**src/rtl/core/packet_replication_destination_table_assert.svh**
```systemverilog
// Assertion macros used by the destination table sequencer.
`ifndef PACKET_REPLICATION_DESTINATION_TABLE_ASSERT_SVH
`define PACKET_REPLICATION_DESTINATION_TABLE_ASSERT_SVH

// Same-cycle implication.
`define PRDT_ASSERT_NOW(label, clk, rst, ante, cons, msg) \
  label: assert property (@(posedge clk) disable iff (rst) (ante) |-> (cons)) else $error(msg);

// Next-cycle implication.
`define PRDT_ASSERT_NEXT(label, clk, rst, ante, cons, msg) \
  label: assert property (@(posedge clk) disable iff (rst) (ante) |=> (cons)) else $error(msg);

`endif

```
**src/rtl/core/prdt_pkg.sv**
```systemverilog
package prdt_pkg;

  localparam int ADDR_W  = 32;
  localparam int PORT_W  = 16;
  localparam int COUNT_W = 7;
  localparam int ENTRY_W = ADDR_W + PORT_W;

  typedef enum logic [1:0] {
    CMD_DATA   = 2'd0,
    CMD_ADD    = 2'd1,
    CMD_REMOVE = 2'd2,
    CMD_LIST   = 2'd3
  } cmd_t;

  typedef enum logic [1:0] {
    KIND_ACK  = 2'd0,
    KIND_LIST = 2'd1,
    KIND_FWD  = 2'd2
  } kind_t;

  typedef enum logic [1:0] {
    ST_IDLE,
    ST_READ,
    ST_CHECK,
    ST_FINAL
  } state_t;

  typedef struct packed {
    logic [1:0]        command;
    logic [ADDR_W-1:0] dest_ip;
    logic [PORT_W-1:0] dest_port;
    logic              request_short;
  } item_t;

  typedef struct packed {
    logic [1:0]         result_kind;
    logic               ack_ok;
    logic [COUNT_W-1:0] active_count;
    logic [ADDR_W-1:0]  entry_ip;
    logic [PORT_W-1:0]  entry_port;
    logic               entry_valid;
    logic               last;
  } result_t;

  typedef struct packed {
    logic    valid;
    result_t beat;
  } emit_t;

endpackage

```
**src/rtl/core/prdt_ram.sv**
```systemverilog
module prdt_ram #(
  parameter int WIDTH = 48,
  parameter int DEPTH = 64
) (
  input  logic                     clk,
  input  logic                     we,
  input  logic [$clog2(DEPTH)-1:0] waddr,
  input  logic [WIDTH-1:0]         wdata,
  input  logic                     re,
  input  logic [$clog2(DEPTH)-1:0] raddr,
  output logic [WIDTH-1:0]         rdata
);

  logic [WIDTH-1:0] mem [DEPTH];

  always_ff @(posedge clk) begin
    if (we) begin
      mem[waddr] <= wdata;
    end
    if (re) begin
      rdata <= mem[raddr];
    end
  end

endmodule

```
**src/rtl/core/prdt_seq.sv**
```systemverilog
module prdt_seq
  import prdt_pkg::*;
#(
  parameter int TABLE_DEPTH = 64
) (
  input  logic  clk,
  input  logic  rst,
  input  logic  item_valid,
  output logic  item_ready,
  input  item_t item,
  input  logic  out_free,
  output emit_t emit
);

  `include "packet_replication_destination_table_assert.svh"

  localparam int IW    = $clog2(TABLE_DEPTH);
  localparam int CW    = $clog2(TABLE_DEPTH + 1);
  localparam int RAM_W = ENTRY_W + 1;

  state_t state, state_next;
  cmd_t cmd, cmd_next;
  logic [ADDR_W-1:0] key_ip, key_ip_next;
  logic [PORT_W-1:0] key_port, key_port_next;
  logic ok, ok_next;
  logic [CW-1:0] idx, idx_next;
  logic [CW-1:0] seen, seen_next;
  logic [CW-1:0] used_cnt, used_cnt_next;
  logic [CW-1:0] act_cnt, act_cnt_next;

  logic ram_we, ram_re;
  logic [IW-1:0] ram_waddr;
  logic [RAM_W-1:0] ram_wdata;
  logic [RAM_W-1:0] rdata;
  logic live;
  logic hit;
  logic is_list;
  logic [CW-1:0] seen_inc;
  logic [CW+COUNT_W-1:0] cnt_wide;
  logic fwd_last;

  prdt_ram #(
    .WIDTH(RAM_W),
    .DEPTH(TABLE_DEPTH)
  ) u_ram (
    .clk  (clk),
    .we   (ram_we),
    .waddr(ram_waddr),
    .wdata(ram_wdata),
    .re   (ram_re),
    .raddr(idx[IW-1:0]),
    .rdata(rdata)
  );

  assign live     = rdata[ENTRY_W];
  assign hit      = live && (rdata[ENTRY_W-1:0] == {key_ip, key_port});
  assign is_list  = (cmd == CMD_LIST);
  assign seen_inc = seen + 1'b1;
  assign cnt_wide = {{COUNT_W{1'b0}}, act_cnt};
  assign fwd_last = (seen_inc == act_cnt);

  always_ff @(posedge clk) begin
    if (rst) begin
      state    <= ST_IDLE;
      used_cnt <= '0;
      act_cnt  <= '0;
    end else begin
      state    <= state_next;
      used_cnt <= used_cnt_next;
      act_cnt  <= act_cnt_next;
    end
    cmd      <= cmd_next;
    key_ip   <= key_ip_next;
    key_port <= key_port_next;
    ok       <= ok_next;
    idx      <= idx_next;
    seen     <= seen_next;
  end

  always_comb begin
    state_next    = state;
    cmd_next      = cmd;
    key_ip_next   = key_ip;
    key_port_next = key_port;
    ok_next       = ok;
    idx_next      = idx;
    seen_next     = seen;
    used_cnt_next = used_cnt;
    act_cnt_next  = act_cnt;
    ram_we        = 1'b0;
    ram_re        = 1'b0;
    ram_waddr     = used_cnt[IW-1:0];
    ram_wdata     = {1'b1, key_ip, key_port};
    item_ready    = 1'b0;
    emit          = '0;

    case (state)
      ST_IDLE: begin
        item_ready = 1'b1;
        if (item_valid) begin
          cmd_next      = cmd_t'(item.command);
          key_ip_next   = item.dest_ip;
          key_port_next = item.dest_port;
          idx_next      = '0;
          seen_next     = '0;
          ok_next       = 1'b0;
          if (cmd_t'(item.command) inside {CMD_ADD, CMD_REMOVE}) begin
            state_next = item.request_short ? ST_FINAL : ST_READ;
          end else begin
            state_next = (act_cnt == '0) ? ST_FINAL : ST_READ;
          end
        end
      end

      ST_READ: begin
        if (idx == used_cnt) begin
          ok_next = 1'b0;
          if (cmd == CMD_ADD) begin
            ok_next = 1'b1;
            if (used_cnt != CW'(TABLE_DEPTH)) begin
              ram_we        = 1'b1;
              ram_waddr     = used_cnt[IW-1:0];
              ram_wdata     = {1'b1, key_ip, key_port};
              used_cnt_next = used_cnt + 1'b1;
              act_cnt_next  = act_cnt + 1'b1;
            end
          end
          state_next = ST_FINAL;
        end else begin
          ram_re     = 1'b1;
          state_next = ST_CHECK;
        end
      end

      ST_CHECK: begin
        if (!live) begin
          idx_next   = idx + 1'b1;
          state_next = ST_READ;
        end else begin
          case (cmd)
            CMD_ADD: begin
              if (hit) begin
                ok_next    = 1'b1;
                state_next = ST_FINAL;
              end else begin
                idx_next   = idx + 1'b1;
                state_next = ST_READ;
              end
            end
            CMD_REMOVE: begin
              if (hit) begin
                ram_we       = 1'b1;
                ram_waddr    = idx[IW-1:0];
                ram_wdata    = {1'b0, key_ip, key_port};
                act_cnt_next = act_cnt - 1'b1;
                ok_next      = 1'b1;
                state_next   = ST_FINAL;
              end else begin
                idx_next   = idx + 1'b1;
                state_next = ST_READ;
              end
            end
            default: begin
              emit.valid             = 1'b1;
              emit.beat.result_kind  = is_list ? KIND_LIST : KIND_FWD;
              emit.beat.active_count = is_list ? cnt_wide[COUNT_W-1:0] : '0;
              emit.beat.entry_ip     = rdata[ENTRY_W-1:PORT_W];
              emit.beat.entry_port   = rdata[PORT_W-1:0];
              emit.beat.entry_valid  = 1'b1;
              emit.beat.last         = fwd_last;
              if (out_free) begin
                seen_next  = seen_inc;
                idx_next   = idx + 1'b1;
                state_next = fwd_last ? ST_IDLE : ST_READ;
              end
            end
          endcase
        end
      end

      ST_FINAL: begin
        emit.valid = 1'b1;
        case (cmd)
          CMD_ADD, CMD_REMOVE: emit.beat.result_kind = KIND_ACK;
          CMD_LIST:            emit.beat.result_kind = KIND_LIST;
          default:             emit.beat.result_kind = KIND_FWD;
        endcase
        emit.beat.ack_ok = ok;
        emit.beat.last   = 1'b1;
        if (out_free) begin
          state_next = ST_IDLE;
        end
      end

      default: begin
        state_next = ST_IDLE;
      end
    endcase
  end

  `PRDT_ASSERT_NOW(a_active_le_used, clk, rst, 1'b1, act_cnt <= used_cnt, "active count above used slots")
  `PRDT_ASSERT_NOW(a_used_bound, clk, rst, 1'b1, used_cnt <= CW'(TABLE_DEPTH), "used slots above table depth")
  `PRDT_ASSERT_NOW(a_read_used, clk, rst, ram_re, idx < used_cnt, "read of an unused slot")
  `PRDT_ASSERT_NOW(a_no_rw_overlap, clk, rst, ram_we, !ram_re, "read and write in the same cycle")
  `PRDT_ASSERT_NEXT(a_final_done, clk, rst, (state == ST_FINAL) && out_free, state == ST_IDLE, "final beat did not return to idle")

endmodule

```
**src/rtl/core/packet_replication_destination_table.sv**
```systemverilog
// Channel  Direction  Handshake                    Payload
// item     in         item_valid / item_ready      item_t
// result   out        result_valid / result_ready  result_t
//
// One item at a time; item_ready is high only while the sequencer is idle.
// Each used slot is visited by a RAM read, then a check or emit.
// Add/remove: the used slots are scanned (skipped when request_short is set) before the acknowledge, then idle.
// List/data: one beat per active entry, or a single final beat if none is active, then idle.
// A stalled result holds the sequencer on its current beat; one result register decouples.
// Reset clears the counters; slots at or above the used count are never read.
module packet_replication_destination_table
  import prdt_pkg::*;
#(
  parameter int TABLE_DEPTH = 64
) (
  input  logic    clk,
  input  logic    rst,
  input  logic    item_valid,
  output logic    item_ready,
  input  item_t   item,
  output logic    result_valid,
  input  logic    result_ready,
  output result_t result
);

  emit_t emit;
  logic  out_free;

  assign out_free = !result_valid || result_ready;

  prdt_seq #(
    .TABLE_DEPTH(TABLE_DEPTH)
  ) u_seq (
    .clk       (clk),
    .rst       (rst),
    .item_valid(item_valid),
    .item_ready(item_ready),
    .item      (item),
    .out_free  (out_free),
    .emit      (emit)
  );

  always_ff @(posedge clk) begin
    if (rst) begin
      result_valid <= 1'b0;
    end else if (out_free) begin
      result_valid <= emit.valid;
    end
    if (out_free && emit.valid) begin
      result <= emit.beat;
    end
  end

endmodule
```
**config.mk**
```make
export PLATFORM = sky130hd
export DESIGN_NAME = packet_replication_destination_table
export DESIGN_NICKNAME = d
export VERILOG_FILES = /design/src/rtl/core/prdt_pkg.sv /design/src/rtl/core/prdt_ram.sv /design/src/rtl/core/prdt_seq.sv /design/src/rtl/core/packet_replication_destination_table.sv
export VERILOG_INCLUDE_DIRS = /design/src /design/src/rtl/core
export SDC_FILE = /design/constraint.sdc
export NUM_CORES = 2
export LEC_CHECK = 0
export BUFFER_PORTS_ARGS = -buffer_cell sky130_fd_sc_hd__buf_2
export CAP_MARGIN = 20
export CORE_MARGIN = 2
export CORE_UTILIZATION = 45
export DETAILED_ROUTE_END_ITERATION = 6
export SLEW_MARGIN = 15
export SYNTH_ARGS = -nofsm -noshare
export SYNTH_HDL_FRONTEND = slang
export SYNTH_SLANG_ARGS = --single-unit
```
**constraint.sdc**
```tcl
create_clock -name clk -period 7 [get_ports clk]
set_clock_uncertainty 0.05 [all_clocks]
set_input_delay 2.1 -clock clk [delete_from_list [all_inputs] [get_ports clk]]
set_output_delay 2.1 -clock clk [all_outputs]
set_load 0.005 [all_outputs]
```
* Yosys cells after proc, flatten, opt, wreduce, memory -nomap -nowiden
Memory sizes are Yosys's and may differ from the RTL's. A register that Yosys moved wholly into a read port is not among the register bits. Index checks and enable logic that the tools add are counted.
Cells by class: reduce and logical (&&, ||, !) cells 21, bitwise gates (word level) 3, add/subtract/negate cells 5, eq/ne operators 25, muxes and demuxes 64
Operators with widths (count):
- $mux 49 | 4
- $mux 7 | 14
- $eq 48x48->1 | 1
- $pmux 7 s2 | 3
- $add 7x1->7 const B | 4
- $mux 6 | 4
- $mux 2 | 11
- $mux 1 | 20
- $eq 7x7->1 | 2
- $ne 2x2->1 const B | 7
- $eq 2x2->1 const B | 5
- $ne 2x1->1 const B | 4
- $ne 4x4->1 const B | 2
- $pmux 2 s4 | 1
- $reduce_and 4->1 | 2
- $logic_not 7->1 | 1
- $ne 7x7->1 const B | 1
- $reduce_and 7->1 | 1
- $sub 7x1->7 const B | 1
- $eq 2x1->1 const B | 3
- $mux 3 | 2
- $pmux 3 s2 | 1
- $reduce_and 6->1 | 1
- $reduce_bool 2->1 | 3
- other kinds (15) | 20
Storage, ports and cells: bits in writable memories 3136, logic and storage cells 136, output and inout bits 62, memories 1, bits in registers 142, input bits 55
Memory list:
- u_seq.u_ram.mem | depth 64, bits a word 49, read ports 1, clocked after Yosys merged registers in 1, wr ports 1, line prdt_ram.sv:14 | logic [WIDTH-1:0] mem [DEPTH];

* Logic depth before layout (Yosys ltp)
depth after elaboration 8, gate-level depth with buffers 13, gate-level depth less buffers 11

* By module
From an unflattened synthesis, not the netlist that was laid out.
Second synthesis, totals: cells, all modules 5877, area, all modules 127627.4 um2
Modules (own cells, without submodules):
- prdt_ram | sequential area each 95641.7 um2, instances 1, cells an instance 5356, area each 120953.5 um2
- prdt_seq | sequential area each 2272.2 um2, instances 1, cells an instance 456, area each 4817.1 um2
- packet_replication_destination_table | sequential area each 1821.7 um2, instances 1, cells an instance 65, area each 1856.8 um2

* Worst setup path before layout
Ideal clock, no wire load.
path type reg2reg, start point register u_seq.key_ip[25], end point memory u_seq.u_ram.mem[63][0] (netlist name), enable pin, setup time 472 ps, required time 6478 ps, data arrival time 5424 ps, period minus slack after synthesis 5946 ps, slack 1054 ps, buffers on the path 1, stages on the path, launching flop included 9, cell sequence edfxtp_1 -> nand2b_1 -> o2111ai_1 -> or4_1 -> nor4_2 -> nand4_2 -> clkbuf_2 -> or3_1 -> a21oi_1
Between the ends: longest elaborated chain between the ends 8, elaborated cells between the ends (all ways) 12, classes of those cells eq/ne (1); mux (10); reduce/logical (1)
Ends and longest elaborated chain:
- from (decl) | line prdt_seq.sv:23 | logic [ADDR_W-1:0] key_ip, key_ip_next;
- from (signal assigned) | line prdt_seq.sv:73 | key_ip <= key_ip_next;
- $eq 48x48->1 (*) | line prdt_seq.sv:56 | assign hit = live && (rdata[ENTRY_W-1:0] == {key_ip, key_port});
- $logic_and 1x1->1 (*) | line prdt_seq.sv:56
- $mux 1 | line prdt_seq.sv:151 | if (hit) begin
- $mux 1 | line prdt_seq.sv:140 | case (cmd)
- $mux 1 | line prdt_seq.sv:136 | if (!live) begin
- $pmux 1 s2 | line prdt_seq.sv:97 | case (state)
- $mux 1 | line prdt_ram.sv:17 | if (we) begin
- $mux 1 (implied by the code) | line prdt_ram.sv:18 | mem[waddr] <= wdata;
- to (decl) | line prdt_ram.sv:14
Mark *: on every way between the ends. The rest lies on a longest branch, timed or not.

* Worst setup path in the final report
start point register u_seq.idx[1], end point register u_seq.u_ram.rdata[40], read port of u_seq.u_ram.mem, data pin
Between the ends: longest elaborated chain between the ends 3
Ends and longest elaborated chain:
- from (decl) | line prdt_seq.sv:26 | logic [CW-1:0] idx, idx_next;
- from (signal assigned) | line prdt_seq.sv:76 | idx <= idx_next;
- $eq 7x7->1 | line prdt_seq.sv:116 | if (idx == used_cnt) begin
- $mux 1 | line prdt_seq.sv:116
- $mux 1 | line prdt_seq.sv:97
- to (decl) | line prdt_ram.sv:11 | output logic [WIDTH-1:0] rdata
Parallel ways exist; a longest one is shown, timed or not. A chain may end at the register's enable or synchronous reset.

==> impl_metrics.json <==
{
  "gp_congestion": 0.971,
  "synth_fp_nets": 5429,
  "grt_remaining_overflow": 0,
  "vias": 61000,
  "cts_tree": "built",
  "tightest_slew_ns": 1.23,
  "fin_crit_sh_pct": 75.1,
  "rows": 195,
  "core_um2": 282000,
  "final_common_cell": "edfxtp_1",
  "fin_setup_tns_ns": 0,
  "clockRootBuffer": "clkbuf_16",
  "synth_cell_types": 57,
  "wl_mm": 369,
  "final_nets": 5822,
  "synth_warnings": 0,
  "setup_violations": 0,
  "io_buffers": 116,
  "cts_made_buffers": 347,
  "slew_headroom_pct": 18.1,
  "ys.flop_type": "edfxtp_1",
  "synth-edff-count": 3310,
  "ys_ff_latch": 3327,
  "yosys-top-cells-area": "edfxtp_1 78%, mux4_2 17%, or3_1 0.65%",
  "startpoint_type": "flop",
  "syn-cell-area_um2": 128000,
  "grt_first_pass_wirelength_mm": 506,
  "crit_type": "reg -> reg",
  "fmax_mhz": 190,
  "clkTransAtPathRegs_ns": 0.06,
  "critPathMaxStageDelay_ns": 0.98,
  "layout_common_cells": "3310 x edfxtp_1, 980 x mux4_2, 352 x clkbuf_16, 182 x buf_4, 133 x or3_1",
  "wl_per_cell_um": 37.6,
  "netlist.area_leader.share_pct": 77.8,
  "grt_antenna_before_repair": 48,
  "final_util_pct": 51.7,
  "postCtsSetupBuffers": 0,
  "chipHeight_um": 537,
  "drive_gt1_share_pct": 31.1,
  "syn_inst": 5354,
  "syn_area_per_cell_um2": 23.9,
  "cp_top_family": "buffers and inverters",
  "grt_max_degree": 146,
  "ir_drop_mv": 0.348,
  "ctsHoldBuffers": 0,
  "dp_hpwl_mm": 224,
  "area_delta_synth_final_pct": 14.3,
  "leakage_nw": 44.7,
  "status": "finished clean",
  "crit_chain": "buf_12, buf_12, buf_4, mux4_2, mux4_2, a22oi_1, nand2_1",
  "drc": 0,
  "critPathMaxFanout": 132,
  "crit_path_top_delay_cell": "a22oi_1",
  "dieArea_um2": 288000,
  "slew_viol_final": 0,
  "clk_path_buf_depth": 4,
  "synth_top_area_cell": "edfxtp_1",
  "vias_per_cell": 6.21,
  "cp.required_ns": 7.57,
  "cp.arrival_ns": 5.83,
  "grtUsageTotal_pct": 25.7,
  "first_global_vias": 60600,
  "detail-route-antenna-nets": 0,
  "clk-insertion-delay-late_ns": 0.95,
  "cap_viol_max_count": 0,
  "cts_resized": 0,
  "drt_iter0_drc": 8725,
  "cts_sinks": 3327,
  "power_density_nw_per_um2": 399,
  "io_pins": 117,
  "p_total_mw": 58.2,
  "firstDrtPassIters": 5,
  "async_flop_share_pct": 0,
  "critPathCaptureType": "flop",
  "initial_core_util_pct": 45.2,
  "synth_seq_area_share_pct": 78.1,
  "hold_violations": 0,
  "crit_buf_inv": 3,
  "min_path_type": "reg -> reg",
  "cts_htree_levels": 5,
  "rsz0062_at_grt": "no",
  "die_w_um": 537,
  "timing.final.crit_period_ns": 5.26
}
worst register-to-register path, cell delays in order (launching register included):
cell	delay, ns
edfxtp_1	0.43
buf_12	0.42
buf_12	0.75
buf_4	1.13
mux4_2	0.53
mux4_2	0.55
a22oi_1	0.98
nand2_1	0.10
cells by family after synthesis:
| kind of cell | synth area share [%] |
|---|---|
| multiplexers | 17.3 |
| XOR/XNOR | 0.439 |
| AND/OR/NAND/NOR | 1.94 |
| buffers and inverters | 0.926 |
| flip-flops | 78.1 |
| adder cells (fa/ha/maj) | 0.202 |
| AO/OA/AOI/OAI | 1.10 |
synth_stat cells (all sizes together) (9+ instances only):
| master | n |
|---|---|
| nand3 | 27 |
| xor2 | 18 |
| or3 | 133 |
| dfxtp | 17 |
| nand2b | 29 |
| nand4 | 29 |
| edfxtp | 3310 |
| clkbuf | 209 |
| nor2b | 9 |
| xnor2 | 46 |
| nor3 | 15 |
| a22oi | 98 |
| inv | 17 |
| buf | 82 |
| nor2 | 40 |
| ha | 19 |
| a21oi | 80 |
| nand2 | 68 |
| mux4 | 980 |
| and2 | 13 |
| and3 | 50 |
report_power, final:
part	internal [mW]	switching, mW
registers	23.3	0.492
logic	6.18	10.2
clock network	10.3	7.72
sequential cells by signal (all words and copies together) (netlist names):
register,count
u_seq.used_cnt,7
result,60
u_seq.key_ip,32
u_seq.u_ram.rdata,49
u_seq.seen,7
u_seq.state,2
u_seq.idx,7
u_seq.u_ram.mem,3136
u_seq.cmd,2
result_valid,1
u_seq.act_cnt,7
u_seq.ok,1
u_seq.key_port,16
worst paths after layout:
path	from	to	depth (start not counted)	slack [ns]
worst max register to register	u_seq.idx[1]$_SDFFCE_PN0P_	u_seq.u_ram.rdata[40]$_DFFE_PP_	7	1.74
worst min register to register	u_seq.ok$_DFFE_PP_	result[57]$_SDFFCE_PN0P_	1	0.50
worst max-delay path	u_seq.idx[1]$_SDFFCE_PN0P_	u_seq.u_ram.rdata[40]$_DFFE_PP_	7	1.74
worst min-delay path	u_seq.ok$_DFFE_PP_	result[57]$_SDFFCE_PN0P_	1	0.50
layer usage:
metal | global-route usage (%) | vias to the layer above | share of wire, %
met2 | 41.5 | 3240 | 49
met4 | 11.7 | 4 | 5.1
met1 | 34.3 | 33200 | 37
met3 | 4.49 | 582 | 8.6
li1 | - | 24000 | -
met5 | 0 | - | 0.0065
cell type report:
type | instances | area [µm²]
multi-input combinational | 1719 | 27600
fill | 21600 | 136000
sequential | 3327 | 99700
tap | 3743 | 4680
clock inverter | 198 | 1900
inverter | 17 | 63.8
timing repair buffer | 335 | 2720
antenna | 41 | 103
clock buffer | 438 | 9130
through the flow:
stage          setup slack [ns]  cells  cell area (µm²)  hold WS (ns)
2_1_floorplan              1.05   5354           128000         0.453
3_3_place_gp               1.71   9131           135000         0.498
3_5_place_dp               1.85   9139           135000         0.485
4_1_cts                    1.83   9775           146000         0.492
5_1_grt                    1.60   9808           146000         0.498
6_report                   1.74   9818           146000         0.501
Note: power is estimated with default switching activity, not from simulation.
